File: src/rtl/rav_pkg.sv
// ============================================================================
// rav_pkg: shared types and constants for the radial acceleration vector
// Field widths, datapath widths, config register codes and pipeline types.
// ============================================================================
package rav_pkg;

    // external field widths
    localparam int POS_W      = 32;
    localparam int ACC_W      = 32;
    localparam int MAG_W      = 32;
    localparam int CENTER_W   = 31;
    localparam int DIM_W      = 2;
    localparam int CFG_IDX_W  = 2;
    localparam int CFG_DATA_W = 32;

    // default parameter values
    localparam int DEF_CORDIC_STAGES = 16;
    localparam int DEF_COORD_BITS    = 32;

    // datapath widths
    localparam int DIFF_W    = 34;  // position minus center, exact
    localparam int PRE_SHIFT = 8;   // fixed left shift before the normalizer
    localparam int NORM_W    = 42;  // normalized dx/dy, |v| < 2^41
    localparam int MX_W      = 41;  // normalized max(|dx|,|dy|)
    localparam int NORM_STEPS = 6;  // shift steps 32,16,8,4,2,1
    localparam int VEC_W     = 44;  // vectoring x/y with CORDIC growth
    localparam int ROT_W     = 58;  // rotation x/y, magnitude times 2^24
    localparam int FRAC_DROP = 24;  // final rounding shift

    // gain constant, Q32
    localparam logic [63:0] GAIN_INF = 64'd2608131496;

    // configuration register codes
    localparam logic [CFG_IDX_W-1:0] CFG_ACCEL_MAG   = 2'd0;
    localparam logic [CFG_IDX_W-1:0] CFG_BOX_CENTER  = 2'd1;
    localparam logic [CFG_IDX_W-1:0] CFG_DIMENSIONS  = 2'd2;

    localparam logic [DIM_W-1:0] DIM_LINE = 2'd1;

    // sideband that travels with each request
    typedef struct packed {
        logic flip;    // dx was negative: vector mirrored, also 1D left side
        logic dim1;    // line geometry
        logic center;  // exact center in 2D
    } t_side;

    // CORDIC cell payload
    typedef struct packed {
        logic signed [VEC_W-1:0] vx;
        logic signed [VEC_W-1:0] vy;
        logic signed [ROT_W-1:0] rx;
        logic signed [ROT_W-1:0] ry;
    } t_cordic;

    // result item
    typedef struct packed {
        logic signed [ACC_W-1:0] acc_y;
        logic signed [ACC_W-1:0] acc_x;
        logic                    at_center;
    } t_result;

endpackage

File: src/rtl/rav_norm_stage.sv
// ============================================================================
// rav_norm_stage: one step of the normalizing left shift
// Shifts dx/dy by SHIFT when the bound has that many leading zeros.
// ============================================================================
module rav_norm_stage #(
    parameter int SHIFT = 1
) (
    input  logic                               i_clk,
    input  logic                               i_rst_n,
    input  logic                               i_en,
    input  logic                               i_valid,
    input  rav_pkg::t_side                     i_side,
    input  logic signed [rav_pkg::NORM_W-1:0]  i_dx,
    input  logic signed [rav_pkg::NORM_W-1:0]  i_dy,
    input  logic        [rav_pkg::MX_W-1:0]    i_mx,
    output logic                               o_valid,
    output rav_pkg::t_side                     o_side,
    output logic signed [rav_pkg::NORM_W-1:0]  o_dx,
    output logic signed [rav_pkg::NORM_W-1:0]  o_dy,
    output logic        [rav_pkg::MX_W-1:0]    o_mx
);
    import rav_pkg::*;

    logic                     r_valid;
    t_side                    r_side;
    logic signed [NORM_W-1:0] r_dx, r_dy;
    logic        [MX_W-1:0]   r_mx;
    logic                     do_shift;

    assign do_shift = (i_mx[MX_W-1 -: SHIFT] == '0);

    always_ff @(posedge i_clk) begin
        if (!i_rst_n) begin
            r_valid <= 1'b0;
        end else if (i_en) begin
            r_valid <= i_valid;
        end
    end

    always_ff @(posedge i_clk) begin
        if (i_en) begin
            r_side <= i_side;
            r_dx   <= do_shift ? (i_dx <<< SHIFT) : i_dx;
            r_dy   <= do_shift ? (i_dy <<< SHIFT) : i_dy;
            r_mx   <= do_shift ? (i_mx << SHIFT) : i_mx;
        end
    end

    assign o_valid = r_valid;
    assign o_side  = r_side;
    assign o_dx    = r_dx;
    assign o_dy    = r_dy;
    assign o_mx    = r_mx;

endmodule

File: config.mk
export PLATFORM = sky130hd
export DESIGN_NAME = rav_norm_stage
export DESIGN_NICKNAME = d
export VERILOG_FILES = /design/src/rtl/rav_pkg.sv /design/src/rtl/rav_norm_stage.sv
export SDC_FILE = /design/constraint.sdc
export NUM_CORES = 1
export LEC_CHECK = 0
export ABC_AREA = 1
export BUFFER_PORTS_ARGS = -buffer_cell sky130_fd_sc_hd__clkbuf_2
export CAP_MARGIN = 10
export CORE_MARGIN = 2
export CORE_UTILIZATION = 50
export CTS_BUF_LIST = sky130_fd_sc_hd__clkbuf_16
export CTS_CLUSTER_DIAMETER = 60
export CTS_CLUSTER_SIZE = 12
export DETAILED_ROUTE_END_ITERATION = 7
export GPL_TIMING_DRIVEN = 0
export HOLD_SLACK_MARGIN = 0.1
export PLACE_DENSITY = 0.85
export RECOVER_POWER = 100
export SETUP_SLACK_MARGIN = 0.15
export SYNTH_ARGS = -nofsm -noshare
export SYNTH_HDL_FRONTEND = slang
export SYNTH_SLANG_ARGS = --single-unit
File: constraint.sdc
create_clock -name i_clk -period 2.52 [get_ports i_clk]
set_input_delay 0.252 -clock i_clk [delete_from_list [all_inputs] [get_ports i_clk]]
set_output_delay 0.252 -clock i_clk [all_outputs]
set_load 0.1 [all_outputs]
## Yosys cells after proc, flatten, opt, wreduce, memory -nomap -nowiden

Cells that the tools add are included.

| word-level totals | value |
|---|---|
| input bits | 132 |
| logic and storage cells | 14 |
| output and inout bits | 129 |
| register bits after elaboration | 129 |

| operators by class | value |
|---|---|
| multiplexer cells | 3 |

Operator list:

| operator | count |
|---|---|
| two-way mux 42 bit | 2 |
| two-way mux 40 bit | 1 |

## Depth between registers and ports, before layout

| logic depth | value |
|---|---|
| depth after elaboration | 1 |
| depth in mapped cells | 6 |
| mapped depth without buffers | 4 |

## Worst setup path after synthesis

Ideal clock, no wire load.

| timing | value |
|---|---|
| kind | reg-to-reg |
| start | register, netlist name o_valid |
| end | register r_valid (netlist: o_valid) |
| data arrival time | 1.142 ns |
| buffers on the path | 0 |
| data required time | 2.455 ns |
| path slack | 1.313 ns |
| period minus slack after synthesis | 1.207 ns |
| cell stages (with the launch flop) | 3 |
| library setup time | 0.065 ns |
| cell sequence | dfxtp_1 -> nor2_1 -> nor2_1 |

RTL lines:

| what | line | RTL |
|---|---|---|
| end signal, assigned | rav_norm_stage.sv:36 | `r_valid <= i_valid;` |
| end, declared | rav_norm_stage.sv:24 | `logic r_valid;` |

## Worst setup path in the final report

| timing | value |
|---|---|
| start | register r_mx[6] (netlist: o_mx[6]) |
| end | output port o_mx[6] in the netlist's numbering |

RTL lines:

| what | line | RTL |
|---|---|---|
| start, declared | rav_norm_stage.sv:27 | `logic [MX_W-1:0] r_mx;` |
| start signal, assigned | rav_norm_stage.sv:45 | `r_mx <= do_shift ? (i_mx << SHIFT) : i_mx;` |
| end, declared | rav_norm_stage.sv:20 | `output logic [rav_pkg::MX_W-1:0] o_mx` |

No word-level cell between the ends.

==> summary.md <==
| Metric | Value |
|---|---|
| Violated checks | max-capacitance violations, max-slew violations |
| Worst R2R End | o_valid |
| Wire per inst | 15.2 um |
| DR iter-0 viols | 361 |
| Crit-path cells | clkbuf_1 |
| WL met3 | 1450 um |
| Clk sinks | 129 |
| Starting Density | 0.510 |
| Most common cell in the netlist | nand2_1 |
| Worst-skew pair later-pin latency | 0.40 ns |
| Core area | 0.0107 sq mm |
| DP HPWL | 10600 um |
| Area Growth Syn to Fin | 34.5% |
| Mapped Area | 0.00548 sq mm |
| Synth top cells by count | 352 x nand2_1, 128 x edfxtp_1, 11 x buf_2 |
| Final setup fails | 0 |
| Final Max Tran Viols | 61 |
| Placement Rows | 38 |
| CP max stage delay | 0.88 ns |
| CP max FO | 1 |
| Routed Antenna Nets | 0 |
| H-tree Lvls | 4 |
| Hold Path Stages | 5 |
| Maximum vdd ir drop | 0.521 mV |
| CTS tree | done |
| Worst-Margin Slew | 1.58 ns |
| Number of flops mapped to enable cells by yosys | 128 |
| Vias per inst | 4.90 |
| Post-synth ARST share | 0 |
| Port-buffer cells | 259 |
| Crit Path Category | reg2out |
| CTS clk-pin slew, worst paths | 0.06 ns |
| Power per cell area | 971 mW/mm^2 |
| Synthesis Warnings | 0 |
| Worst slew margin | -0.0537 |
| Die X | 109 um |
| Largest net degree at the start of global routing | 71 |
| Setup slack, reg-to-reg | 1.94 ns |
| Critical R2R Launch | o_valid |
| Final Hold Vio Count | 0 |
| Leakage | 3.41 nW |
| CP startpoint | o_mx[6] |
| Initial antenna violation count | 0 |
| Clock root buffer master | clkbuf_16 |
| Yosys reg bits | 129 |
| Inst Count DP | 928 |
| Global-route wire length before repair | 21800 um |
| Minimum clock period | 1.93 ns |
| Status | finished with violations |
| Cell Count, Final, Fillers Out | 964 |
| Met1 Routed Length | 5140 um |
| Layout cell share with drive strength beyond 1 | 0.200 |
| Ranking of synthesized cells by area | edfxtp_1 70%, nand2_1 24%, buf_6 2.1%, buf_2 1.0%, o21ai_1 0.73% |
| Ant diodes | 0 |
| Number of global-route vias before repair | 4491 |
| HP Class | in2reg |
| Critical Path End Type | output pin |
| Design Area, Final | 0.00737 sq mm |
| Syn Inst Count | 528 |
| Nets | 943 |
| Top cell type's share of synthesized area | 0.701 |
| Syn_nets | 660 |
| Post_cts resized | 0 |
| Req. time, crit path | 2.27 ns |
| GRT Total Usage | 0.246 |
| RSZ-0062 raised after global routing | false |
| Startpoint Class | flop |
| Worst Hold End | o_valid |
| Inserted Clock Buffers | 17 |
| Fin crit share | 0.765 |
| Critical path's top delay family | buffers and inverters |
| Slowest-stage cell, CP | clkbuf_1 |
| TritonRoute pass-1 iters | 5 |
| Leading area contributor after synthesis | edfxtp_1 |
| Highest routed layer | met4 |
| # hold bufs at CTS | 4 |
| Met2 WL | 7500 um |
| Synth cell types | 13 |
| Mean area per synthesized cell | 10.4 sq um |
| Seq/Total Area, Yosys | 0.705 |
| Commonest register cell after synthesis | edfxtp_1 |
| Hold_sp | i_valid |
| Max Cap Viol | 1 |
| Die Ht | 109 um |
| Cell count of the worst reg-to-reg path | 2 |
| Clk buf depth | 2 |
| IO Pins | 261 |
| Arr. time, crit path | 1.67 ns |
| Die Footprint | 0.0118 sq mm |
| Via count | 4724 |
| Placed Area | 0.00699 sq mm |
| Skew final | 0 ns |
| Grt ovf | 0 |
| WL final | 14700 um |
| Post-route DRC | 0 |
| Post-CTS Setup Bufs | 0 |
| Fmax | 519 MHz |
| Final GP Congestion | 0.793 |
| Worst path bufs/invs | 1 |
==> logic make-up (layout without fill, tap and decap cells) <==
| logic type | Yosys count | in the layout | synth area share |
|---|---|---|---|
| AND/OR/NAND/NOR | 355 | 355 | 0.243 |
| buffers and inverters | 36 | 332 | 0.0445 |
| flip-flops | 129 | 129 | 0.705 |
| AO/OA/AOI/OAI | 8 | 8 | 0.00730 |
==> registers in the layout, indices dropped and copies added (netlist names) <==
name / cells
o_dx: 42
o_dy: 42
o_mx: 41
o_side: 3
o_valid: 1
==> where the power goes <==
part	internal, W	switching, W
combinational	0.000227	0.00173
sequential	0.00259	0.0000580
clock	0.00165	0.000906
total	0.00447	0.00269
==> routing by layer <==
metal | vias to the layer above | global-route usage
li1 | 2279 | -
met4 | 0 | 0.121
met1 | 2158 | 0.266
met2 | 244 | 0.428
met5 | - | 0
met3 | 43 | 0.0867
==> layout make-up <==
cell class / instances / area [sq um]
well taps: 140 / 175
clock buffers: 17 / 425
multi-input cells: 363 / 1380
repair buffers: 264 / 1200
plain buffers: 27 / 109
inverters: 9 / 33.8
clock inverters: 15 / 189
flip-flops and latches: 129 / 3860
fillers: 906 / 3370
==> stage by stage <==
stage / TNS, ns / setup WS [ns] / total power, W / hold slack, ns / util
after detailed placement: 0 / 1.08 / 0.00471 / 0.431 / 0.651
after global routing: 0 / 0.557 / 0.00739 / 0.118 / 0.686
after global placement: -57.22 / -0.453 / 0.00468 / 0.430 / 0.647
after floorplan: 0 / 1.31 / 0.00430 / 0.351 / -
after CTS: 0 / 0.996 / 0.00726 / 0.113 / 0.711
final: 0 / 0.593 / 0.00716 / 0.127 / 0.686
==> worst max-delay path by stage <==
stage                           to  slack, ns  depth (start not counted)
after floorplan            o_valid       1.31                          2
after global placement    o_dx[19]      -0.45                          1
after detailed placement  o_dx[18]       1.08                          2
after CTS                  o_mx[8]        1.0                          1
after global routing       o_mx[6]       0.56                          1
final                      o_mx[6]       0.59                          1
==> tightest hold or removal path, stage by stage <==
cell	delay, ns
clkbuf_2	0.08
inv_1	0.04
nand2_1	0.04
nand2_1	0.05
nor2_1	0.03
==> cell usage in the layout (no fill, tap or decap) <==
master           n
inv_6            3
dfxtp_1          1
clkinv_2         1
clkinv_1         5
nand2_1        352
buf_16           1
clkbuf_2       130
o21ai_1          2
clkbuf_16       17
o21ai_0          6
nor2_1           2
buf_2            6
inv_1            8
dlygate4sd3_1    4
bufinv_16        4
edfxtp_1       128
or2_1            1
clkbuf_1       150
clkinvlp_4       3
(Power assumes the default switching activity.)
