--- config.mk ---
export PLATFORM = sky130hd
export DESIGN_NAME = rav_cordic_cell
export DESIGN_NICKNAME = d
export VERILOG_FILES = /design/src/rtl/rav_pkg.sv /design/src/rtl/rav_cordic_cell.sv
export SDC_FILE = /design/constraint.sdc
export NUM_CORES = 1
export LEC_CHECK = 0
export BUFFER_PORTS_ARGS = -buffer_cell sky130_fd_sc_hd__buf_4
export CORE_AREA = 5 5 241 243
export CTS_BUF_LIST = sky130_fd_sc_hd__clkbuf_8
export CTS_CLUSTER_DIAMETER = 40
export DETAILED_ROUTE_END_ITERATION = 10
export DIE_AREA = 0 0 246 248
export GPL_ROUTABILITY_DRIVEN = 0
export PLACE_DENSITY = 0.65
export SKIP_LAST_GASP = 1
export SLEW_MARGIN = 20
export SYNTH_ARGS = -nofsm -noshare
export SYNTH_HDL_FRONTEND = slang
export SYNTH_SLANG_ARGS = --single-unit
--- constraint.sdc ---
create_clock -name i_clk -period 3.7 [get_ports i_clk]
set_clock_uncertainty 0.2 [all_clocks]
set_input_delay 0.37 -clock i_clk [delete_from_list [all_inputs] [get_ports i_clk]]
set_output_delay 0.37 -clock i_clk [all_outputs]
set_load 0.01 [all_outputs]
--- src/rtl/rav_pkg.sv ---
// ============================================================================
// rav_pkg: shared types and constants for the radial acceleration vector
// Field widths, datapath widths, config register codes and pipeline types.
// ============================================================================
package rav_pkg;

    // external field widths
    localparam int POS_W      = 32;
    localparam int ACC_W      = 32;
    localparam int MAG_W      = 32;
    localparam int CENTER_W   = 31;
    localparam int DIM_W      = 2;
    localparam int CFG_IDX_W  = 2;
    localparam int CFG_DATA_W = 32;

    // default parameter values
    localparam int DEF_CORDIC_STAGES = 16;
    localparam int DEF_COORD_BITS    = 32;

    // datapath widths
    localparam int DIFF_W    = 34;  // position minus center, exact
    localparam int PRE_SHIFT = 8;   // fixed left shift before the normalizer
    localparam int NORM_W    = 42;  // normalized dx/dy, |v| < 2^41
    localparam int MX_W      = 41;  // normalized max(|dx|,|dy|)
    localparam int NORM_STEPS = 6;  // shift steps 32,16,8,4,2,1
    localparam int VEC_W     = 44;  // vectoring x/y with CORDIC growth
    localparam int ROT_W     = 58;  // rotation x/y, magnitude times 2^24
    localparam int FRAC_DROP = 24;  // final rounding shift

    // gain constant, Q32
    localparam logic [63:0] GAIN_INF = 64'd2608131496;

    // configuration register codes
    localparam logic [CFG_IDX_W-1:0] CFG_ACCEL_MAG   = 2'd0;
    localparam logic [CFG_IDX_W-1:0] CFG_BOX_CENTER  = 2'd1;
    localparam logic [CFG_IDX_W-1:0] CFG_DIMENSIONS  = 2'd2;

    localparam logic [DIM_W-1:0] DIM_LINE = 2'd1;

    // sideband that travels with each request
    typedef struct packed {
        logic flip;    // dx was negative: vector mirrored, also 1D left side
        logic dim1;    // line geometry
        logic center;  // exact center in 2D
    } t_side;

    // CORDIC cell payload
    typedef struct packed {
        logic signed [VEC_W-1:0] vx;
        logic signed [VEC_W-1:0] vy;
        logic signed [ROT_W-1:0] rx;
        logic signed [ROT_W-1:0] ry;
    } t_cordic;

    // result item
    typedef struct packed {
        logic signed [ACC_W-1:0] acc_y;
        logic signed [ACC_W-1:0] acc_x;
        logic                    at_center;
    } t_result;

endpackage

--- src/rtl/rav_cordic_cell.sv ---
// ============================================================================
// rav_cordic_cell: one CORDIC micro-rotation, vectoring and rotation paired
// The vectoring decision of step IDX drives the rotation step of the same cell.
// ============================================================================
module rav_cordic_cell #(
    parameter int IDX = 0
) (
    input  logic             i_clk,
    input  logic             i_rst_n,
    input  logic             i_en,
    input  logic             i_valid,
    input  rav_pkg::t_side   i_side,
    input  rav_pkg::t_cordic i_d,
    output logic             o_valid,
    output rav_pkg::t_side   o_side,
    output rav_pkg::t_cordic o_d
);
    import rav_pkg::*;

    logic                    r_valid;
    t_side                   r_side;
    t_cordic                 r_d;
    t_cordic                 n_d;
    logic signed [VEC_W-1:0] vx, vy, vxs, vys;
    logic signed [ROT_W-1:0] rx, ry, rxs, rys;
    logic                    cw;

    always_comb begin
        vx  = i_d.vx;
        vy  = i_d.vy;
        rx  = i_d.rx;
        ry  = i_d.ry;
        vxs = vx >>> IDX;
        vys = vy >>> IDX;
        rxs = rx >>> IDX;
        rys = ry >>> IDX;
        cw  = ~vy[VEC_W-1];
        // rotation undoes the vectoring sense
        if (cw) begin
            n_d.vx = vx + vys;
            n_d.vy = vy - vxs;
            n_d.rx = rx - rys;
            n_d.ry = ry + rxs;
        end else begin
            n_d.vx = vx - vys;
            n_d.vy = vy + vxs;
            n_d.rx = rx + rys;
            n_d.ry = ry - rxs;
        end
    end

    always_ff @(posedge i_clk) begin
        if (!i_rst_n) begin
            r_valid <= 1'b0;
        end else if (i_en) begin
            r_valid <= i_valid;
        end
    end

    always_ff @(posedge i_clk) begin
        if (i_en) begin
            r_side <= i_side;
            r_d    <= n_d;
        end
    end

    assign o_valid = r_valid;
    assign o_side  = r_side;
    assign o_d     = r_d;

endmodule

======== After elaboration in Yosys (flattened, before gate mapping) ========
Index checks and enable logic that the tools add are counted.
word-level totals
  register bits after elaboration ......... 208
  word-level logic and storage cells ...... 15
  latch bits .............................. 0
  bits in read-only memories .............. 0
  memories ................................ 0
  RAM bits ................................ 0
operators by class
  shift-type cells ........................ 0
  div/mod/pow operators ................... 0
  bitwise gates (word level) .............. 0
  order comparisons ....................... 0
  equality and inequality tests ........... 0
  $add $sub $neg .......................... 6
  multiply operators ...................... 0
  mux-type cells .......................... 1
  reductions and logical operators ........ 0
operator list
  cell            count
  $mux 204        1
  $sub 58x58->58  2
  $sub 44x44->44  2
  $add 58x58->58  1
  $add 44x44->44  1

======== Longest topological paths before layout ========
  word-level depth ........................ 2
  gate-level depth with buffers ........... 13
  depth with buffers taken out ............ 13

======== Least setup slack after synthesis ========
Ideal clock, no wire load.
  kind .................................... input -> register
  start point ............................. in i_d[0] (netlist bit)
  end point ............................... reg r_d, in the netlist o_d[46], data pin
  required time ........................... 3.232 ns
  slack ................................... 0.163 ns
  arrival time ............................ 3.068 ns
  path buffers ............................ 0
  cell stages on the path ................. 12
  cells stage by stage .................... ha_1 fa_1 nor2b_1 o311a_1 o311ai_2 nor2_1 a221o_1 o21ai_1 or4b_1 nand2_1 mux2i_1 o211ai_1
RTL lines
  element               RTL line               RTL
  from (decl)           rav_cordic_cell.sv:13  input rav_pkg::t_cordic i_d,
  to (signal assigned)  rav_cordic_cell.sv:63  r_d <= n_d;
  to (decl)             rav_cordic_cell.sv:22  t_cordic r_d;

==> metrics.md <==
| Metric | Value |
|---|---|
| Critical Path End | `o_d[101]$_DFFE_PP_` |
| Top-area cell type share of the netlist area | `24.80%` |
| Slew HR | `36.80%` |
| Total grt overflow | `0` |
| Leak | `15.27 nW` |
| Reg-to-Reg Start | `o_valid$_SDFFE_PN0P_` |
| Status | `finished, final reports clean` |
| Wirelength, routed | `95080 um` |
| Critical Path End Type | `register` |
| Mux contribution to synthesized area | `1.905%` |
| Routed vias | `27.21k` |
| Non-Filler Instances | `between 4k and 5k` |
| Pint | `6.984 mW` |
| Final hold slack | `60.51 ps` |
| First-pass GRT wire length | `144200 um` |
| Wire per inst | `roughly 20 um` |
| Seq cells post-synth | `206` |
| # rows | `87` |
| Clk slew on worst S/H paths | `40 ps` |
| Clock buffer count from CTS | `46` |
| Placed wire-length estimate | `78100 um` |
| Crit path max fanout | `4` |
| Syn Nets | `3672` |
| VDD IR max | `0.2574 mV` |
| Chip Height | `248 um` |
| Die area | `61010 um2` |
| Core area | `55730 um2` |
| Max Cap Viol | `0` |
| RSZ-0062 raised after global routing | `no` |
| Area leader, netlist | `edfxtp_1` |
| Share of post-route cells with drive strength above 1 | `about a quarter` |
| Gate power share | `46.8%` |
| Gr usage total | `29.51%` |
| Top Ports | `roughly 420` |
| Critical Path RT | `3850 ps` |
| Initial antenna violation count | `4` |
| DRC | `0` |
| Final setup violation count | `0` |
| Area of the multi-input gates | `between 15000 and 20000 um2` |
| Synth top cells by count | `a21oi_1, inv_1, ha_1` |
| Startpoint class of the critical path | `primary input` |
| Worst path arrival time | `between 3000 and 4000 ps` |
| Worst slew pin tran | `between 900 and 1000 ps` |
| Vias in the first global route | `25.98k` |
| Filler Cell Count | `5217` |
| Cells after synthesis | `3139` |
| Syn Area/Cell | `between 7 and 8 um2` |
| Simple-Gate Fraction of Synth Area | `about 15%` |
| Sw Ratio | `between 30% and 40%` |
| R2R cell count | `3` |
| Fin. Hold Viols | `0` |
| Netlist cell types | `86` |
| NetSw | `4.250 mW` |
| Min Tclk post-route | `3619 ps` |
| WS Path Type | `in -> reg` |
| Syn Std Cell Area | `24830 um2` |
| H-Tree Depth | `2` |
| CTS max path bufs | `3` |
| Number of synthesized flops with an enable pin | `205` |
| Ys async rst share | `0%` |
| Fmax | `276.3 MHz` |
| Final core utilization | `59.19%` |
| Final net count | `4479` |
| Synth Area in Adders | `16.41%` |
| Total number of yosys warnings | `0` |
| Clk_lat worst skew | `620 ps` |
| Crit path launch | `i_d[1]` |
| Reg power frac | `29.3%` |
| Sequential cell area | `6176 um2` |
| Post-route ant nets | `0` |
| CTS tree | `yes` |
| Fin. max-slew vios | `0` |
| R2R Setup Slk | `2350 ps` |
| Placed Cells | `4645` |
| CTS sink count | `206` |
| Period utilization | `97.81%` |
| Initial DRC count | `3123` |
| Vias per cell | `5.742` |
| Synth Area in XOR/XNOR | `6.774%` |
| Largest net degree at the start of global routing | `68` |
| Power density of the placed cells | `~340 nW/um2` |
| Die span in x | `246 um` |
| Synth area leaders | `edfxtp_1, ha_1, a21oi_1` |
| DRT Pass-1 Iters | `6` |
| Starting Density | `between 40 and 50%` |
| Port Buf Inserts | `418` |
| Top_reg_cell synth | `edfxtp_1` |
| Area Growth Syn to Fin | `32.88%` |
| Root buffer cell | `clkbuf_8` |
| Sequential share of the synthesized area | `24.88%` |
| RR Endpoint | `o_valid$_SDFFE_PN0P_` |
| Most common cell in the netlist | `a21oi_1` |
| Class of the worst hold path | `in -> reg` |
| Main combinational cell family by area after synthesis | `compound AO/OA/AOI/OAI gates` |
| Clk pwr share | `approximately a quarter` |
| Post-synthesis compound-gate area fraction | `about 27%` |
area by class of cell:
class / instances / area share (%)
Antenna cell: 4 / 0.03034
Sequential cell: 206 / 18.72
Tap cell: 756 / 2.867
Multi-Input combinational cell: 2461 / 51.07
Timing Repair Buffer: 903 / 20.73
Inverter: 328 / 3.740
Clock inverter: 34 / 0.8875
Clock buffer: 47 / 1.961
worst min-delay path by stage:
stage | start | endpoint | cells after the start
finish | i_d[101] | o_d[101]$_DFFE_PP_ | 3
global route | i_d[59] | o_d[59]$_DFFE_PP_ | 4
CTS | i_d[59] | o_d[59]$_DFFE_PP_ | 4
detailed placement | o_valid$_SDFFE_PN0P_ | o_valid$_SDFFE_PN0P_ | 2
global placement | o_valid$_SDFFE_PN0P_ | o_valid$_SDFFE_PN0P_ | 2
floorplan | i_side[0] | o_side[0]$_DFFE_PP_ | 0
power by group through the flow:
| stage | clock network (mW) | logic (mW) | registers, mW |
|---|---|---|---|
| floorplan | 0 | 2.48 | 3.49 |
| global placement | 0 | 5.11 | 3.33 |
| detailed placement | 0 | 5.13 | 3.33 |
| CTS | 2.76 | 5.17 | 3.30 |
| global route | 2.86 | 5.64 | 3.33 |
| finish | 2.68 | 5.26 | 3.29 |
cell usage in the layout, fill, tap and decap left out, drive strengths merged, types with 41 or more instances in the layout:
master,n
xnor2,174
nand3,46
clkbuf,47
nor3,69
o21bai,74
edfxtp,205
ha,316
nor2,268
nand4,44
nand2,198
mux2i,45
buf,894
a21oi,427
a21o,52
inv,332
o21ai,228
a211oi,41
cells by family after synthesis:
family	Yosys count
buffers and inverters	472
AOI/OAI and AO/OA	1099
and+or+nand+nor	801
xor gates and xnor gates	192
DFF	206
adders and majority gates	322
muxes	47
timing repair:
action | in CTS | in global routing
hold endpoints to repair | 39 | 0
buffers inserted | 0 | 0
resized for setup | 0 | 5
hold buffers | 9 | 0
setup endpoints to repair | 0 | 6
worst max-delay path, cell delays in order:
cell and delay (ps):
buf_4 100, buf_4 130, inv_1 60, ha_1 310
nor2b_1 150, o31ai_1 210, buf_4 170, a2bb2oi_1 210
a2111oi_0 690, buf_4 230, nor3_1 60, or3_1 480
nand2_1 120, a21oi_1 70, nor3_1 300, xnor2_1 110
flip-flops by register name, indices dropped and copies added (netlist names):
name     flops
o_d        202
o_side       3
o_valid      1
metal layers:
metal	global-route usage, %	vias to the layer above	wire, um
met2	49.29	1491	43680
met5	0	-	0
met1	38.50	12610	38560
met3	5.051	228	8769
li1	-	12880	-
met4	11.01	0	4065
per-stage QoR:
| step | total power [mW] | setup slack (ps) | TNS [ps] | area, um2 |
|---|---|---|---|---|
| 2_1_floorplan | 5.969 | 163.3 | 0 | 24830 |
| 3_3_place_gp | 8.443 | -448.2 | -15930 | 31930 |
| 3_5_place_dp | 8.462 | -501.4 | -18240 | 31930 |
| 4_1_cts | 11.23 | 154.7 | 0 | 32960 |
| 5_1_grt | 11.82 | 11.41 | 0 | 32990 |
| 6_report | 11.23 | 81.13 | 0 | 32990 |
Note: power is estimated with default switching activity, not from simulation.
