--- src/rtl/rav_pkg.sv ---
// ============================================================================
// rav_pkg: shared types and constants for the radial acceleration vector
// Field widths, datapath widths, config register codes and pipeline types.
// ============================================================================
package rav_pkg;

    // external field widths
    localparam int POS_W      = 32;
    localparam int ACC_W      = 32;
    localparam int MAG_W      = 32;
    localparam int CENTER_W   = 31;
    localparam int DIM_W      = 2;
    localparam int CFG_IDX_W  = 2;
    localparam int CFG_DATA_W = 32;

    // default parameter values
    localparam int DEF_CORDIC_STAGES = 16;
    localparam int DEF_COORD_BITS    = 32;

    // datapath widths
    localparam int DIFF_W    = 34;  // position minus center, exact
    localparam int PRE_SHIFT = 8;   // fixed left shift before the normalizer
    localparam int NORM_W    = 42;  // normalized dx/dy, |v| < 2^41
    localparam int MX_W      = 41;  // normalized max(|dx|,|dy|)
    localparam int NORM_STEPS = 6;  // shift steps 32,16,8,4,2,1
    localparam int VEC_W     = 44;  // vectoring x/y with CORDIC growth
    localparam int ROT_W     = 58;  // rotation x/y, magnitude times 2^24
    localparam int FRAC_DROP = 24;  // final rounding shift

    // gain constant, Q32
    localparam logic [63:0] GAIN_INF = 64'd2608131496;

    // configuration register codes
    localparam logic [CFG_IDX_W-1:0] CFG_ACCEL_MAG   = 2'd0;
    localparam logic [CFG_IDX_W-1:0] CFG_BOX_CENTER  = 2'd1;
    localparam logic [CFG_IDX_W-1:0] CFG_DIMENSIONS  = 2'd2;

    localparam logic [DIM_W-1:0] DIM_LINE = 2'd1;

    // sideband that travels with each request
    typedef struct packed {
        logic flip;    // dx was negative: vector mirrored, also 1D left side
        logic dim1;    // line geometry
        logic center;  // exact center in 2D
    } t_side;

    // CORDIC cell payload
    typedef struct packed {
        logic signed [VEC_W-1:0] vx;
        logic signed [VEC_W-1:0] vy;
        logic signed [ROT_W-1:0] rx;
        logic signed [ROT_W-1:0] ry;
    } t_cordic;

    // result item
    typedef struct packed {
        logic signed [ACC_W-1:0] acc_y;
        logic signed [ACC_W-1:0] acc_x;
        logic                    at_center;
    } t_result;

endpackage

--- src/rtl/rav_front.sv ---
// ============================================================================
// rav_front: offset from center, half-plane fold and magnitude bound
// Two register stages: exact difference, then fold to dx >= 0 and max(|dx|,|dy|).
// ============================================================================
module rav_front #(
    parameter int COORD_BITS = rav_pkg::DEF_COORD_BITS
) (
    input  logic                                   i_clk,
    input  logic                                   i_rst_n,
    input  logic                                   i_en,
    input  logic                                   i_valid,
    input  logic signed [rav_pkg::POS_W-1:0]       i_pos_x,
    input  logic signed [rav_pkg::POS_W-1:0]       i_pos_y,
    input  logic        [rav_pkg::CENTER_W-1:0]    i_center,
    input  logic                                   i_dim1,
    output logic                                   o_valid,
    output rav_pkg::t_side                         o_side,
    output logic signed [rav_pkg::NORM_W-1:0]      o_dx,
    output logic signed [rav_pkg::NORM_W-1:0]      o_dy,
    output logic        [rav_pkg::MX_W-1:0]        o_mx
);
    import rav_pkg::*;

    localparam int PosBits = (COORD_BITS < POS_W) ? COORD_BITS : POS_W;

    logic                     r1_valid, r2_valid;
    logic signed [DIFF_W-1:0] r1_dx, r1_dy;
    logic signed [DIFF_W-1:0] r2_dx, r2_dy;
    logic        [DIFF_W-2:0] r2_mx;
    t_side                    r2_side;

    logic signed [DIFF_W-1:0] n_dx, n_dy, ext_x, ext_y, ctr;
    logic signed [DIFF_W-1:0] n_fx, n_fy, ax, ay;
    logic signed [DIFF_W-1:0] n_mx;
    t_side                    n_side;

    always_comb begin
        ext_x = DIFF_W'($signed(i_pos_x[PosBits-1:0]));
        ext_y = DIFF_W'($signed(i_pos_y[PosBits-1:0]));
        ctr   = $signed({{(DIFF_W-CENTER_W){1'b0}}, i_center});
        n_dx  = ext_x - ctr;
        n_dy  = ext_y - ctr;
    end

    always_comb begin
        n_side.flip   = r1_dx[DIFF_W-1];
        n_side.dim1   = i_dim1;
        n_side.center = (r1_dx == '0) && (r1_dy == '0);
        n_fx = n_side.flip ? -r1_dx : r1_dx;
        n_fy = n_side.flip ? -r1_dy : r1_dy;
        ax   = r1_dx[DIFF_W-1] ? -r1_dx : r1_dx;
        ay   = r1_dy[DIFF_W-1] ? -r1_dy : r1_dy;
        n_mx = (ax > ay) ? ax : ay;
    end

    always_ff @(posedge i_clk) begin
        if (!i_rst_n) begin
            r1_valid <= 1'b0;
            r2_valid <= 1'b0;
        end else if (i_en) begin
            r1_valid <= i_valid;
            r2_valid <= r1_valid;
        end
    end

    always_ff @(posedge i_clk) begin
        if (i_en) begin
            r1_dx   <= n_dx;
            r1_dy   <= n_dy;
            r2_dx   <= n_fx;
            r2_dy   <= n_fy;
            r2_mx   <= n_mx[DIFF_W-2:0];
            r2_side <= n_side;
        end
    end

    assign o_valid = r2_valid;
    assign o_side  = r2_side;
    assign o_dx    = {r2_dx, {PRE_SHIFT{1'b0}}};
    assign o_dy    = {r2_dy, {PRE_SHIFT{1'b0}}};
    assign o_mx    = {r2_mx, {PRE_SHIFT{1'b0}}};

endmodule

--- config.mk ---
export PLATFORM = sky130hd
export DESIGN_NAME = rav_front
export DESIGN_NICKNAME = d
export VERILOG_FILES = /design/src/rtl/rav_pkg.sv /design/src/rtl/rav_front.sv
export SDC_FILE = /design/constraint.sdc
export NUM_CORES = 1
export LEC_CHECK = 0
export BUFFER_PORTS_ARGS = -buffer_cell sky130_fd_sc_hd__buf_4
export CORE_MARGIN = 10
export CORE_UTILIZATION = 57
export DETAILED_ROUTE_END_ITERATION = 10
export PLACE_DENSITY_LB_ADDON = 0.08
export REMOVE_ABC_BUFFERS = 1
export SLEW_MARGIN = 25
export SYNTH_ARGS = -nofsm -noshare
export SYNTH_HDL_FRONTEND = slang
export SYNTH_SLANG_ARGS = --single-unit
export TNS_END_PERCENT = 5
--- constraint.sdc ---
create_clock -name i_clk -period 6.6 [get_ports i_clk]
set_input_delay 1.32 -clock i_clk [delete_from_list [all_inputs] [get_ports i_clk]]
set_output_delay 1.32 -clock i_clk [all_outputs]
set_load 0.05 [all_outputs]
* After elaboration in Yosys (flattened, before gate mapping)
Cells that the tools add are included.
** Cells by class
- Add/subtract/negate cells :: 4
- $lt $le $gt $ge :: 1
- Muxes and demuxes :: 4
- Reduce and logical (&&, ||, !) cells :: 3
** Operators by type and width (count)
- $mux W34 :: 3
- $logic_not A34 Y1 :: 2
- $neg A34 Y34 :: 2
- $sub A32 B32 Y33 :: 2
- $gt A34 B34 Y1 :: 1
- $mux W33 :: 1
- $logic_and A1 B1 Y1 :: 1
** Storage, ports and cells
- Flip-flop bits (word level) :: 174
- Input bits :: 100
- Output and inout port bits :: 129
- Word-level logic and storage cells :: 22

* Depth between registers and ports, before layout
- Word-level depth :: 4
- Gate-level depth with buffers :: 19
- Gate-level depth less buffers :: 17

* Worst setup path after synthesis
No wires, ideal clock.
- Kind :: flip-flop to flip-flop
- Start point :: register r1_dx[8]
- End point :: register r2_mx[10], data pin
- Library setup time :: 0.279 ns
- Data arrival time :: 4.823 ns
- Data required time :: 6.321 ns
- Path slack :: 1.498 ns
- Cell stages (with the launch flop) :: 17
- Buffers on the path :: 1
- Period minus slack after synthesis :: 5.102 ns
- Cell sequence :: edfxtp_1 or4_4 or3_4 or4_4 or3_4 or4_4 nand2_1 xor2_1 inv_1 ha_1 a21o_1 a21oi_1 o21ai_0 a221o_1 o21ai_1 clkbuf_1 mux2i_1
** Between the ends
- Cells in the longest elaborated chain, start to end :: 4
** Ends and longest elaborated chain
- start, declared :: RTL line rav_front.sv:27 : logic signed [DIFF_W-1:0] r1_dx, r1_dy;
- start signal, assigned :: RTL line rav_front.sv:68 : r1_dx <= n_dx;
- $neg A34 Y34 :: RTL line rav_front.sv:51 : ax = r1_dx[DIFF_W-1] ? -r1_dx : r1_dx;
- $mux W34 :: RTL line rav_front.sv:51
- via ax[28] :: RTL line rav_front.sv:33 : logic signed [DIFF_W-1:0] n_fx, n_fy, ax, ay;
- $gt A34 B34 Y1 :: RTL line rav_front.sv:53 : n_mx = (ax > ay) ? ax : ay;
- $mux W33 :: RTL line rav_front.sv:53
- via n_mx[10] :: RTL line rav_front.sv:34 : logic signed [DIFF_W-1:0] n_mx;
- end signal, assigned :: RTL line rav_front.sv:72 : r2_mx <= n_mx[DIFF_W-2:0];
- end, declared :: RTL line rav_front.sv:29 : logic [DIFF_W-2:0] r2_mx;
The timed path passes the listed nets, and every way through them passes these cells.
A chain may end at the register's enable or synchronous reset.

* Final worst setup path
- Start point :: register r1_dy[0]
- End point :: register r2_mx[32], data pin
** Between the ends
- Cells in the longest elaborated chain, start to end :: 4
** Ends and longest elaborated chain
- start, declared :: RTL line rav_front.sv:27
- start signal, assigned :: RTL line rav_front.sv:69 : r1_dy <= n_dy;
- $neg A34 Y34 :: RTL line rav_front.sv:52 : ay = r1_dy[DIFF_W-1] ? -r1_dy : r1_dy;
- $mux W34 * :: RTL line rav_front.sv:52
- $gt A34 B34 Y1 :: RTL line rav_front.sv:53
- $mux W33 * :: RTL line rav_front.sv:53
- via n_mx[32] :: RTL line rav_front.sv:34
The timed path passes the listed nets; every way through them passes the cells marked *.

==> results by group <==
Run status
  – Status: finished clean

Setup path
  – Worst Setup Start Kind: flop
  – Worst Path Buf+Inv: 2
  – CP Cell Sequence: inv_1 -> ha_1 -> or3b_2 -> or3_1 -> or3_1 -> or3_1 -> o31ai_1 -> xor2_1 -> ha_1 -> nand4_1 -> or2_2 -> o32ai_1 -> o21ai_0 -> a211oi_1 -> o21ai_4 -> buf_4 -> mux2_1
  – CP Capture Type: flop
  – Most used cell, CP: or3_1
  – Worst path required time: 6.78 ns
  – Slowest stage delay, CP: 0.51 ns
  – Critical path's top delay family: simple AND/OR/NAND/NOR gates
  – CP Class: flop to flop
  – CP Max Fanout: 18
  – Worst Path Arrival: 5.73 ns
  – Slowest CP cell: or3b_2

Drt
  – Vias/cell: about 5.5
  – Met3 wire len: 2230 µm
  – M1 WL: between 10000 and 15000 µm
  – Detail Route Antenna Nets: 0
  – Initial DRC Count: 563
  – Remaining DRCs: 0
  – DR pass1 iterations: 5
  – Avg WL per Cell: ~18 µm
  – Top routing layer in use: met4
  – Routed wire length: 28400 µm
  – Wire length on met2: 12200 µm
  – DR vias: between 8000 and 9000

Clock tree
  – # hold bufs at CTS: 0
  – H-tree depth: 4
  – Clock Path Buffers: 2
  – # clock sinks: 172
  – Root buf cell: clkbuf_16
  – Skew-Pair Late Insertion Delay: 0.43 ns
  – Worst-path clk slew: 0.06 ns
  – Post-cts resize count: 0
  – Post-CTS setup buffer count: 0
  – CTS tree: built
  – CTS Buf Count: 17

Logic synthesis
  – Ys flop type: edfxtp_1
  – Yosys Warn Count: 0
  – Mux cell area share after synthesis: 3.23%
  – Syn_area_per_cell: 10.6 µm²
  – Top-count cell post-synth: edfxtp_1
  – Synth unique cells: 63
  – Synth Area in Adders: 11.2%
  – EDFF count, synth: 170
  – Cell area after synthesis: 0.0116 mm²
  – Yosys top cell area share: 44.0%
  – Synth async-reset ratio: 0%
  – Largest family of logic cells by synthesized area: compound AO/OA/AOI/OAI gates
  – Top cells by count, synth: 170 x edfxtp_1, 101 x ha_1, 90 x inv_1, 87 x nand2_1, 77 x xnor2_1
  – Synth Area in XOR/XNOR: a little over a tenth
  – Seq cells post-synth: 172
  – Gate count of the mapped netlist: 1093
  – Compound-Gate Fraction of Synth Area: ~14%
  – Top cells by area, synth: edfxtp_1 44%, ha_1 11%, xnor2_1 5.8%
  – Cell taking the most area after synthesis: edfxtp_1
  – Post-Synth Simple-Gate Area: 11.6%
  – Register area share after synthesis: between 40% and 50%

STA
  – Min setup slack post-route: 1.05 ns
  – RSZ-0062 raised after global routing: no
  – Max-slew violation count: 0
  – Crit share post-route: 84.1%
  – Final hold vios: 0
  – Worst Max-Slew Pin Slew: 1.04 ns
  – Fin Setup TNS: 0 ns
  – Headroom to the max-slew limit: 30.7%
  – Worst Skew: 0.00863 ns
  – Fin crit period: approximately 5.6 ns
  – Fmax: about 180 MHz
  – Endpoints failing setup: 0

Placed design
  – Gpl congestion: 0.902
  – Pre-CTS setup slack: 1.14 ns
  – Port Buffer Count: 204
  – Final HPWL DP: 23100 µm

Power
  – Peak supply drop: 0.000164 V
  – Pwr dens: 293 mW/mm²
  – Pleak: 6.12 nW

Floorplanning
  – Core ar.: 0.0201 mm²
  – Initial Util: between 50% and 60%
  – Row cnt: 52
  – Die Width: between 150 and 200 µm
  – Die H: 163 µm
  – Die Area: 0.0264 mm²
  – I/O Pins: between 200 and 250

Worst hold path
  – HP Class: flop to flop

GRT
  – Initial antenna violation count: 0
  – Vias in the first global route: 8499
  – Largest net degree at the start of global routing: 114
  – GRT Util Overall: 20.8%
  – GR Overflow Total: 0
  – First-pass GRT wire length: 44100 µm

Flow run
  – Max-cap check violation count: 0

Final layout
  – Ant. Diodes: 0
  – Reg area: 0.00514 mm²
  – Area of the multi-input gates: just under 0.006 mm²
  – Layout Utilization: 69.2%
  – Layout cells sized above 1: 19.2%
  – Final nets: between 1500 and 2000
  – P&R area growth vs syn: 20.0%
  – Fill cells: between 1500 and 2000
## path summary, 6_finish.rpt
path,startpoint,slack (ns),to,cells after the start
worst max-delay path,r1_dy[0],1.05,r2_mx[32],17
worst min-delay path,r1_valid,0.52,r1_valid,2
worst max register to register,r1_dy[0],1.05,r2_mx[32],17
worst min register to register,r1_valid,0.52,r1_valid,2
## placed cells by master (no fill, tap or decap), drive strengths merged, types with 4 or more instances in the layout
cell / instances
or2: 4
mux2i: 34
xor2: 61
nand2b: 12
nor3: 13
conb: 26
a21o: 39
and3: 5
o31a: 10
o31ai: 20
nand4: 13
o21ai: 45
edfxtp: 170
o21bai: 4
nand3: 18
nand2: 87
xnor2: 77
buf: 209
ha: 101
a211oi: 10
nor2: 42
inv: 91
or4: 6
o21a: 17
clkinv: 10
a31oi: 6
nor4: 7
clkbuf: 19
a21oi: 64
and2: 4
or3: 34
nor2b: 10
o211ai: 6
## worst register-to-register path, cell delays in order, from the launching register on
cell and delay [ns]:
edfxtp_1 0.46, inv_1 0.12, ha_1 0.24, or3b_2 0.51, or3_1 0.39, or3_1 0.39
or3_1 0.43, o31ai_1 0.26, xor2_1 0.15, ha_1 0.32, nand4_1 0.12, or2_2 0.33
o32ai_1 0.29, o21ai_0 0.20, a211oi_1 0.41, o21ai_4 0.10, buf_4 0.25, mux2_1 0.34
## cell families (layout without fill, tap and decap cells)
kind of cell    Yosys count  in the layout
simple gates            263            263
compound gates          245            245
flops                   172            172
xor+xnor                138            138
buf+inv                 134            331
fa+ha+maj               103            103
mux                      37             37
other cells               1             26
## cell type report
| class | instances | area share, % |
|---|---|---|
| clock buffers | 19 | 3.11 |
| inverters | 90 | 2.43 |
| clock inverters | 13 | 0.900 |
| well taps | 270 | 2.43 |
| multi-input cells | 812 | 42.8 |
| repair buffers | 209 | 11.3 |
| flip-flops and latches | 172 | 37.0 |
## stage by stage
step,instance area [µm²],instances,power (mW),hold WS [ns]
global route,13900,1585,4.27,0.551
floorplan,11400,1074,2.65,0.482
finish,13900,1585,4.07,0.520
CTS,13900,1585,4.08,0.524
global placement,13400,1553,3.11,0.497
detailed placement,13400,1553,3.14,0.510
## flip-flops by register name, summed over array words and instances (netlist names)
register / flops
r1_dx: 33
r1_valid: 1
r2_dx: 34
o_side: 3
o_valid: 1
r2_dy: 34
r1_dy: 33
r2_mx: 33
## routing by layer
metal | vias up | global-route usage, %
met5 | - | 0
met2 | 353 | 31.2
met1 | 4041 | 29.9
li1 | 4359 | -
met4 | 0 | 5.41
met3 | 24 | 4.45
## report_power, final
group | internal [mW] | switching [mW] | leakage [nW] | total, mW
sequential | 1.45 | 0.131 | 1.68 | 1.58
clock | 0.552 | 0.392 | 0.275 | 0.944
combinational | 0.548 | 0.994 | 4.17 | 1.54
total | 2.55 | 1.52 | 6.12 | 4.07
Power figures use the tool's default switching activity.
