<file path="src/rtl/rav_pkg.sv">
// ============================================================================
// rav_pkg: shared types and constants for the radial acceleration vector
// Field widths, datapath widths, config register codes and pipeline types.
// ============================================================================
package rav_pkg;

    // external field widths
    localparam int POS_W      = 32;
    localparam int ACC_W      = 32;
    localparam int MAG_W      = 32;
    localparam int CENTER_W   = 31;
    localparam int DIM_W      = 2;
    localparam int CFG_IDX_W  = 2;
    localparam int CFG_DATA_W = 32;

    // default parameter values
    localparam int DEF_CORDIC_STAGES = 16;
    localparam int DEF_COORD_BITS    = 32;

    // datapath widths
    localparam int DIFF_W    = 34;  // position minus center, exact
    localparam int PRE_SHIFT = 8;   // fixed left shift before the normalizer
    localparam int NORM_W    = 42;  // normalized dx/dy, |v| < 2^41
    localparam int MX_W      = 41;  // normalized max(|dx|,|dy|)
    localparam int NORM_STEPS = 6;  // shift steps 32,16,8,4,2,1
    localparam int VEC_W     = 44;  // vectoring x/y with CORDIC growth
    localparam int ROT_W     = 58;  // rotation x/y, magnitude times 2^24
    localparam int FRAC_DROP = 24;  // final rounding shift

    // gain constant, Q32
    localparam logic [63:0] GAIN_INF = 64'd2608131496;

    // configuration register codes
    localparam logic [CFG_IDX_W-1:0] CFG_ACCEL_MAG   = 2'd0;
    localparam logic [CFG_IDX_W-1:0] CFG_BOX_CENTER  = 2'd1;
    localparam logic [CFG_IDX_W-1:0] CFG_DIMENSIONS  = 2'd2;

    localparam logic [DIM_W-1:0] DIM_LINE = 2'd1;

    // sideband that travels with each request
    typedef struct packed {
        logic flip;    // dx was negative: vector mirrored, also 1D left side
        logic dim1;    // line geometry
        logic center;  // exact center in 2D
    } t_side;

    // CORDIC cell payload
    typedef struct packed {
        logic signed [VEC_W-1:0] vx;
        logic signed [VEC_W-1:0] vy;
        logic signed [ROT_W-1:0] rx;
        logic signed [ROT_W-1:0] ry;
    } t_cordic;

    // result item
    typedef struct packed {
        logic signed [ACC_W-1:0] acc_y;
        logic signed [ACC_W-1:0] acc_x;
        logic                    at_center;
    } t_result;

endpackage

</file>
<file path="src/rtl/rav_out_skid.sv">
// ============================================================================
// rav_out_skid: rounding, saturation, special cases and output skid buffer
// Output register plus one skid entry; upstream stalls only when skid is full.
// ============================================================================
module rav_out_skid (
    input  logic                              i_clk,
    input  logic                              i_rst_n,
    input  logic                              i_valid,
    input  rav_pkg::t_side                    i_side,
    input  logic signed [rav_pkg::ROT_W-1:0]  i_rx,
    input  logic signed [rav_pkg::ROT_W-1:0]  i_ry,
    input  logic signed [rav_pkg::MAG_W-1:0]  i_mag,
    input  logic                              i_m_ready,
    output logic                              o_ready,
    output logic                              o_valid,
    output rav_pkg::t_result                  o_result
);
    import rav_pkg::*;

    localparam int QW = ROT_W - FRAC_DROP;

    logic    r_out_valid, r_skid_valid;
    t_result r_out, r_skid;
    t_result n_res;
    logic    take;

    function automatic logic signed [ACC_W-1:0] round_sat(
        input logic signed [ROT_W-1:0] v,
        input logic                    neg
    );
        logic signed [ROT_W-1:0] a, b, s;
        logic signed [QW-1:0]    q;
        logic                    ovf;
        // -v + half == ~v + 1 + half
        a   = neg ? ~v : v;
        b   = neg ? ROT_W'((64'd1 << (FRAC_DROP - 1)) + 64'd1)
                  : ROT_W'(64'd1 << (FRAC_DROP - 1));
        s   = a + b;
        q   = s[ROT_W-1:FRAC_DROP];
        ovf = (q[QW-1:ACC_W-1] != '0) && (q[QW-1:ACC_W-1] != '1);
        if (ovf) begin
            round_sat = q[QW-1] ? {1'b1, {(ACC_W-1){1'b0}}} : {1'b0, {(ACC_W-1){1'b1}}};
        end else begin
            round_sat = q[ACC_W-1:0];
        end
    endfunction

    always_comb begin
        n_res.acc_x     = '0;
        n_res.acc_y     = '0;
        n_res.at_center = 1'b0;
        if (i_side.dim1) begin
            // left of center: negated magnitude, most negative saturates
            if (!i_side.flip) begin
                n_res.acc_x = i_mag;
            end else if (i_mag == {1'b1, {(MAG_W-1){1'b0}}}) begin
                n_res.acc_x = {1'b0, {(ACC_W-1){1'b1}}};
            end else begin
                n_res.acc_x = -i_mag;
            end
        end else if (i_side.center) begin
            n_res.at_center = 1'b1;
        end else begin
            n_res.acc_x = round_sat(i_rx, i_side.flip);
            n_res.acc_y = round_sat(i_ry, i_side.flip);
        end
    end

    assign take    = r_out_valid & i_m_ready;
    assign o_ready = ~r_skid_valid;

    always_ff @(posedge i_clk) begin
        if (!i_rst_n) begin
            r_out_valid  <= 1'b0;
            r_skid_valid <= 1'b0;
        end else if (!r_skid_valid) begin
            if (!r_out_valid || take) begin
                r_out_valid <= i_valid;
            end else if (i_valid) begin
                r_skid_valid <= 1'b1;
            end
        end else if (take) begin
            r_skid_valid <= 1'b0;
        end
    end

    always_ff @(posedge i_clk) begin
        if (!r_skid_valid) begin
            if (!r_out_valid || take) begin
                r_out <= n_res;
            end else begin
                r_skid <= n_res;
            end
        end else if (take) begin
            r_out <= r_skid;
        end
    end

    assign o_valid  = r_out_valid;
    assign o_result = r_out;

endmodule

</file>
<file path="config.mk">
export PLATFORM = sky130hd
export DESIGN_NAME = rav_out_skid
export DESIGN_NICKNAME = d
export VERILOG_FILES = /design/src/rtl/rav_pkg.sv /design/src/rtl/rav_out_skid.sv
export SDC_FILE = /design/constraint.sdc
export NUM_CORES = 1
export LEC_CHECK = 0
export ABC_AREA = 1
export BUFFER_PORTS_ARGS = -buffer_cell sky130_fd_sc_hd__buf_2
export CORE_MARGIN = 4
export CORE_UTILIZATION = 40
export CTS_CLUSTER_DIAMETER = 30
export DETAILED_ROUTE_END_ITERATION = 10
export SLEW_MARGIN = 30
export SYNTH_ARGS = -nofsm -noshare
export SYNTH_HDL_FRONTEND = slang
export SYNTH_SLANG_ARGS = --single-unit
export TNS_END_PERCENT = 1
</file>
<file path="constraint.sdc">
create_clock -name i_clk -period 7.55 [get_ports i_clk]
set_clock_uncertainty 0.15 [all_clocks]
set_input_delay 0 -clock i_clk [delete_from_list [all_inputs] [get_ports i_clk]]
set_output_delay 0 -clock i_clk [all_outputs]
set_load 0.1 [all_outputs]
</file>
Word-level counts from Yosys, hierarchy flattened. Index checks and enable logic that the tools add are counted.

$add $sub $neg: 3. Equality and inequality tests: 4. Muxes and demuxes: 21. Bitwise logic cells: 5. Reduce and logical (&&, ||, !) cells: 10.

Operators with widths (number): 32-bit two-way mux (8); 65-bit two-way mux (3); 58-bit two-way mux (2); 58-bit inverter (2); 64-bit two-way mux (1); 58-bit by 25-bit adder with 58-bit output (1); 58-bit adder (1); 32-bit == test, second input constant (1); 32-bit negation (1); 1-bit two-way mux (7); 3-bit != test, second input constant (2); 2-bit AND reduction (3); 3-bit nonzero test (2); 1-bit logical AND (2); 2-bit by 1-bit != test with 1-bit output, second input constant (1); 1-bit inverter (2); 2-bit nonzero test (1); 1-bit bitwise AND (1); 1-bit logical NOT (1); 1-bit logical OR (1).

Bits in registers: 132. Bits of input ports: 155. Word-level logic and storage cells: 51.

Logic depth before layout (Yosys ltp). Gate-level depths: netlist (run 1).

Depth after elaboration: 10. Gate-level depth with buffers: 23.

Worst setup path after synthesis (run 1). Ideal clock, no wire load.

Kind: flip-flop to flip-flop. From: register r_out_valid (netlist: o_valid). To: register r_skid[0] in the netlist's numbering (enable). Library setup time: 0.567 ns. Data arrival time: 5.596 ns. Data required time: 6.833 ns. Setup slack: 1.237 ns. Cell stages (with the launch flop): 3. Buffers on the path: 0. Clock period less this slack: 6.313 ns. Cell sequence: dfxtp_1 > inv_1 > nor3_1.

Cells in the longest elaborated chain, start to end: 4. Elaborated cells between the ends (all ways): 5.

Ends and longest elaborated chain: start, declared (line rav_out_skid.sv:22) `logic r_out_valid, r_skid_valid;`; start signal, assigned (line rav_out_skid.sv:78) `r_out_valid <= i_valid;`; 1-bit bitwise AND or 1-bit logical NOT (tied branches) (line rav_out_skid.sv:69, rav_out_skid.sv:89); 1-bit logical OR * (line rav_out_skid.sv:89) `if (!r_out_valid || take) begin`; 1-bit inverter (no line) *; 2-bit AND reduction (no line) *; end signal, assigned (line rav_out_skid.sv:92) `r_skid <= n_res;`; end, declared (line rav_out_skid.sv:23) `t_result r_out, r_skid;`.

Mark *: on every way between the ends. The rest lies on a longest branch, timed or not. A chain may end at the register's enable or synchronous reset.

==> results_dict.tcl, run 1 <==
set metrics [dict create \
    max_slew.worst_pin.slew_ns 0.907 \
    timing.rr.start "r_skid_valid" \
    synth_edf_count 130 \
    timing.final.crit_period_ns 3.74 \
    drtIter0Drc 1054 \
    postSynthAreaPerCell_sq_um 6.40 \
    fillers 3227 \
    max-vdd-ir-drop_v 0.000151 \
    setup_tns_ns 0 \
    netlist_area_sq_um 12100 \
    synthMuxAreaShare_pct 0 \
    crit_end "o_result[26]" \
    place_hpwl_um 31700 \
    cp_slowest_cell "a21oi_4" \
    path_max_fanout 75 \
    clk-insertion-delay-late_ns 0.40 \
    r2r_end "o_result[31]" \
    synthFlopType "edfxtp_1" \
    startpoint_type "input port" \
    final_nets 2250 \
    syn-num-nets 2049 \
    groute.layer.met2.usage_pct 35.3 \
    synth-compound-area-share_pct 3.40 \
    worstPathArrival_ns 3.86 \
    routed_wl_um 40000 \
    critical_path.startpoint "i_side[2]" \
    crit_top_cell "nand2_1" \
    area_growth_pct 16.8 \
    grt_use_total_pct 23.3 \
    worstHoldPathType "in -> reg" \
    synth_seq_cells 132 \
    powerDensity_nw_per_um2 193 \
    chipHeight_um 182 \
    drv_slew 0 \
    cts_tree "done" \
    endpoint_kind "register" \
    critical_path_class "in -> reg" \
    io_buffers 221 \
    maxSlewHeadroom_pct 39.6 \
    layout_common_cells "nand2_1 (737), nor2_1 (265), buf_2 (220)" \
    synthAdderAreaFrac_pct 0.103 \
    place_inst 2447 \
    crit_chain "buf_6, inv_2, buf_4, nand2_1, nand2_1, nor2_1, nand2_1, nor2_1, nand2_1, nor2_1, nand2_1, nand2_1, nand2_1, nand2_1, nand2_1, a21oi_4, nand2_1, nand2_1, nand2_1, nand2_1" \
    syn_inst 1893 \
    routabilityCongestion 0.947 \
    synth_top_family_by_area "simple AND/OR/NAND/NOR gates" \
    min_period_over_period_pct 49.5 \
    grt_pass1_wl_um 62400 \
    worst-r2r-setup-slack_ns 5.15 \
    synth-seq-area-share_pct 32.5 \
    leakagePower_nw 7.09 \
    finalSetupViolations 0 \
    gr-usage-met1_pct 35.8 \
    drc 0 \
    synth_xor_area_share_pct 10.9 \
    cts_num_sinks 132 \
    core_area_sq_um 29800 \
    worst_ep_required_time_ns 7.67 \
    clock-root-buffer "clkbuf_16" \
    cts_resized 0 \
    status "complete, no violations" \
    synth_cell_types 44 \
    num_rows 63 \
    grt_pass1_vias 11600 \
    cts_buffer_depth 2 \
    die_width_um 182 \
    mostFrequentLayoutCell "nand2_1" \
    finalNonFillerCells 2498 \
    grtUsageMet3_pct 2.63 \
    async_flop_share_pct 0 \
    reg2regPathDepth 5 \
    gr-total-overflow 0 \
    hold_viol_final 0 \
    ys.warnings.count 0 \
    dr.pass1.iters 5 \
    cts-htree-levels 4 \
    grt_max_degree 76 \
    io_pins 222 \
    viasPerCell 4.97 \
    start_util_pct 40.7 \
    max_freq_mhz 268 \
    wl_per_cell_um 16.0 \
    antenna_found_initial 1 \
    drv_cap 0 \
    clk_pin_slew_ns 0.06 \
    rsz0062_at_grt "false" \
    layout-drive-gt1-share_pct 14.0 \
    design.die.area_sq_um 33200 \
    worst_hold_slack_ns 0.0249 \
    grt-busiest-layer "met1" \
    postRouteAntennaNets 0 \
    numCtsBuffers 17 \
    yosys.area_share.simple_pct 42.9 \
    critPathMaxStageDelay_ns 0.65 \
    vias 12400 \
]
-- where the power goes --
group	switching [W]	leakage, nW	internal (W)
Combinational	0.000781	5.46	0.000207
Sequential	0.0000214	1.34	0.000893
Clock	0.000313	0.287	0.000523
-- final cells by class --
class | count | area [sq um] | area share [%]
sequential | 132 | 3950 | 27.9
multi-input combinational | 1484 | 6970 | 49.2
tap | 390 | 488 | 3.45
clock inverter | 14 | 179 | 1.26
inverter | 212 | 796 | 5.62
timing repair buffer | 247 | 1350 | 9.55
clock buffer | 18 | 429 | 3.03
antenna | 1 | 2.50 | 0.0177
-- flip-flops by register name (all words and copies together), names as in the netlist --
signal	flops
o_result	65
r_skid	65
o_valid	1
r_skid_valid	1
-- routing by layer --
layer	wire length [um]	part of all wire, %
met5	0	0
met4	690	1.7
met3	2550	6.4
met2	17200	43
met1	19500	49
-- per-stage QoR --
stage	total power, W	setup slack, ns	instance area [sq um]	utilization [%]
after detailed placement	0.00191	3.19	13400	44.8
after global placement	0.00190	3.14	13400	44.8
final	0.00274	3.81	14200	47.5
after floorplan	0.00168	1.24	12100	-
after global routing	0.00287	3.38	14200	47.5
after CTS	0.00275	3.63	14200	47.5
-- cells in the mapped netlist, types with 2 or more instances --
cell,instances,share of area [%]
nor4_1,5,0.26
edfxtp_1,130,32
xor2_1,87,6.3
xor2_2,6,0.81
buf_6,14,1.3
and2_1,6,0.31
a31o_2,2,0.14
nand3_1,180,7.4
a21oi_1,12,0.50
buf_8,3,0.37
o211ai_1,2,0.12
nor2_1,265,8.2
o31ai_1,4,0.25
nor3_2,2,0.17
dfxtp_1,2,0.33
inv_1,211,6.5
nor3_1,24,0.99
o21ai_2,2,0.14
nand4_1,26,1.3
a21oi_4,2,0.27
nand2_1,741,23
nor2_2,3,0.15
o21bai_1,3,0.19
xnor2_1,49,3.5
nand2_2,3,0.15
nand3b_1,3,0.19
o21ai_0,42,1.7
and3_1,4,0.21
clkbuf_1,18,0.56
buf_1,4,0.12
buf_2,15,0.62
buf_4,11,0.68
-- worst min path at each step --
stage	startpoint	to	depth (start not counted)
5_1_grt	i_mag[9]	r_skid[10]	4
6_report	i_mag[22]	r_skid[23]	6
2_1_floorplan	i_rst_n	o_valid	2
4_1_cts	i_mag[22]	r_skid[23]	6
3_5_place_dp	i_rst_n	o_valid	3
3_3_place_gp	i_rst_n	o_valid	3
-- timing repair --
action,4_1_cts,5_1_grt
hold buffers,18,0
endpoints found under the setup margin,0,0
buffers inserted,0,0
hold endpoints to repair,18,0
-- critical path, delay by kind of cell --
family / cells / cell delay (ns)
AOI/OAI and AO/OA: 1 / 0.65
buffers and inverters: 3 / 1.31
and+or+nand+nor: 16 / 1.87
-- cells by family after synthesis --
group	after synthesis
and+or+nand+nor	1270
buffers and inverters	277
xor gates and xnor gates	143
DFF	132
AOI/OAI and AO/OA	70
adders and majority gates	1
Power figures use the tool's default switching activity.
==> inputs of run 2 (changes only) <==
==> constraint.sdc (replaced) <==
create_clock -name i_clk -period 3.42 [get_ports i_clk]
set_clock_uncertainty 0.15 [all_clocks]
set_input_delay 0 -clock i_clk [delete_from_list [all_inputs] [get_ports i_clk]]
set_output_delay 0 -clock i_clk [all_outputs]
set_load 0.1 [all_outputs]
==> run 2 against run 1 <==
Critical path depth decreased by 4. Global-route usage grew 0.32 points. Setup slack worse by 3.3 ns. Critical endpoint is now o_result[59]. Sequential power is 120% higher. Utilization increased by 0.73 points. Critical path type unchanged. Hold slack got worse by 0.014 ns. Combinational power is 120% higher. Cell count rose by 0.60%. Via count increased by 0.97%.
==> results_dict.tcl, run 2 (synthesis results as in run 1) <==
set metrics [dict create \
    status "complete, no violations" \
    dr.pass1.iters 6 \
    cts_resized 0 \
    drv_slew 0 \
    cp_slowest_cell "buf_12" \
    clk_pin_slew_ns 0.06 \
    place_hpwl_um 32200 \
    crit_top_cell "nand2_1" \
    cts-htree-levels 4 \
    finalSetupViolations 0 \
    path_max_fanout 64 \
    r2r_end "o_valid" \
    routabilityCongestion 0.973 \
    grt_use_total_pct 23.6 \
    drv_cap 0 \
    start_util_pct 40.7 \
    startpoint_type "input port" \
    worstHoldPathCells 5 \
    timing.rr.start "r_skid_valid" \
    cts_tree "done" \
    numCtsBuffers 17 \
    finalNonFillerCells 2513 \
    critical_path_class "in -> reg" \
    io_pins 222 \
    worstHoldPathType "in -> reg" \
    hold_viol_final 0 \
    area_growth_pct 18.6 \
    powerDensity_nw_per_um2 431 \
    place_inst 2464 \
    routed_wl_um 40300 \
    crit_chain "buf_6, buf_12, xnor2_1, inv_1, nand2_1, nor2_1, nand4_1, nor2_1, nand3b_1, nand2_1, nand3_2, nand2_1, buf_4, nand3_1, nand3_1, nand2_1" \
    hold_end "r_skid[15]" \
    gr-total-overflow 0 \
    endpoint_kind "register" \
    preCtsSetupSlack_ns 0.161 \
    cts_buffer_depth 2 \
    num_rows 63 \
    core_area_sq_um 29800 \
    reg2regPathDepth 6 \
    vias 12500 \
    chipHeight_um 182 \
    viasPerCell 4.99 \
    drtIter0Drc 1063 \
    worstPathArrival_ns 2.92 \
    grt_pass1_wl_um 62900 \
    layout_common_cells "nand2_1 (741), nor2_1 (265), buf_2 (220)" \
    die_width_um 182 \
    grt_pass1_vias 11700 \
    rsz0062_at_grt "false" \
    max-vdd-ir-drop_v 0.000274 \
    critPathMaxStageDelay_ns 0.35 \
    clk-insertion-delay-late_ns 0.41 \
    antenna_found_initial 3 \
    worst_ep_required_time_ns 3.42 \
    max_freq_mhz 342 \
    layout-drive-gt1-share_pct 14.4 \
    drc 0 \
    postRouteAntennaNets 0 \
    clock-root-buffer "clkbuf_16" \
    max_slew.worst_pin.slew_ns 0.885 \
    mostFrequentLayoutCell "nand2_1" \
    maxSlewHeadroom_pct 41.0 \
    ctsHoldBuffers 15 \
    postCtsSetupRepairBufs 0 \
    min_period_over_period_pct 85.4 \
    final_nets 2264 \
    design.die.area_sq_um 33200 \
    timing.final.crit_period_ns 2.92 \
    cts_num_sinks 132 \
    grt_max_degree 67 \
    leakagePower_nw 7.22 \
    hold_path_startpoint "i_mag[14]" \
    wl_per_cell_um 16.1 \
    io_buffers 221 \
    worst-r2r-setup-slack_ns 0.90 \
    layout_setup_ws_ns 0.498 \
]
## run 2: worst max path at each step
stage / from / endpoint / slack [ns] / cells past startpoint
floorplan: o_valid / o_result[0] / -0.37 / 2
global placement: i_side[2] / o_result[59] / 0.16 / 16
detailed placement: i_side[2] / o_result[59] / 0.16 / 15
CTS: i_mag[0] / o_result[9] / 0.55 / 16
global route: i_side[2] / o_result[33] / 0.26 / 18
finish: i_side[2] / o_result[59] / 0.50 / 16
## run 2: layout make-up
cell class                 instances  area, sq um
antenna                            2         5.00
clock buffer                      19          433
clock inverter                    13          208
fill                            3183        15400
inverter                         212          798
multi-input combinational       1484         6960
sequential                       132         3950
tap                              390          488
timing repair buffer             261         1540
## run 2: critical path, delay by kind of cell
family | cells | cell delay [ns]
simple gates | 11 | 1.63
xor+xnor | 1 | 0.27
buf+inv | 4 | 0.93
## run 2: metrics by stage
step,TNS (ns),total power (W),hold slack (ns),area (sq um),utilization (%)
CTS,0,0.00623,0.00270,14400,48.2
global route,0,0.00648,0.00508,14400,48.2
detailed placement,0,0.00424,0.0867,13600,45.6
finish,0,0.00619,0.0111,14400,48.3
floorplan,-24.12,0.00371,-0.0242,12100,-
global placement,0,0.00423,0.0749,13600,45.6
## run 2: layer usage
| layer | global-route usage (%) | share of wire (%) | up-vias | wire, um |
|---|---|---|---|---|
| met5 | 0 | 0.064 | - | 26 |
| met4 | 6.48 | 2.0 | 4 | 811 |
| met3 | 4.27 | 8.2 | 46 | 3320 |
| met2 | 36.6 | 44 | 506 | 17600 |
| met1 | 34.1 | 46 | 5612 | 18600 |
| li1 | - | - | 6362 | - |
## run 2: power by group
group | switching [W] | total, W | internal (W)
clock | 0.000665 | 0.00196 | 0.00129
combinational | 0.00172 | 0.00221 | 0.000487
sequential | 0.0000493 | 0.00202 | 0.00197
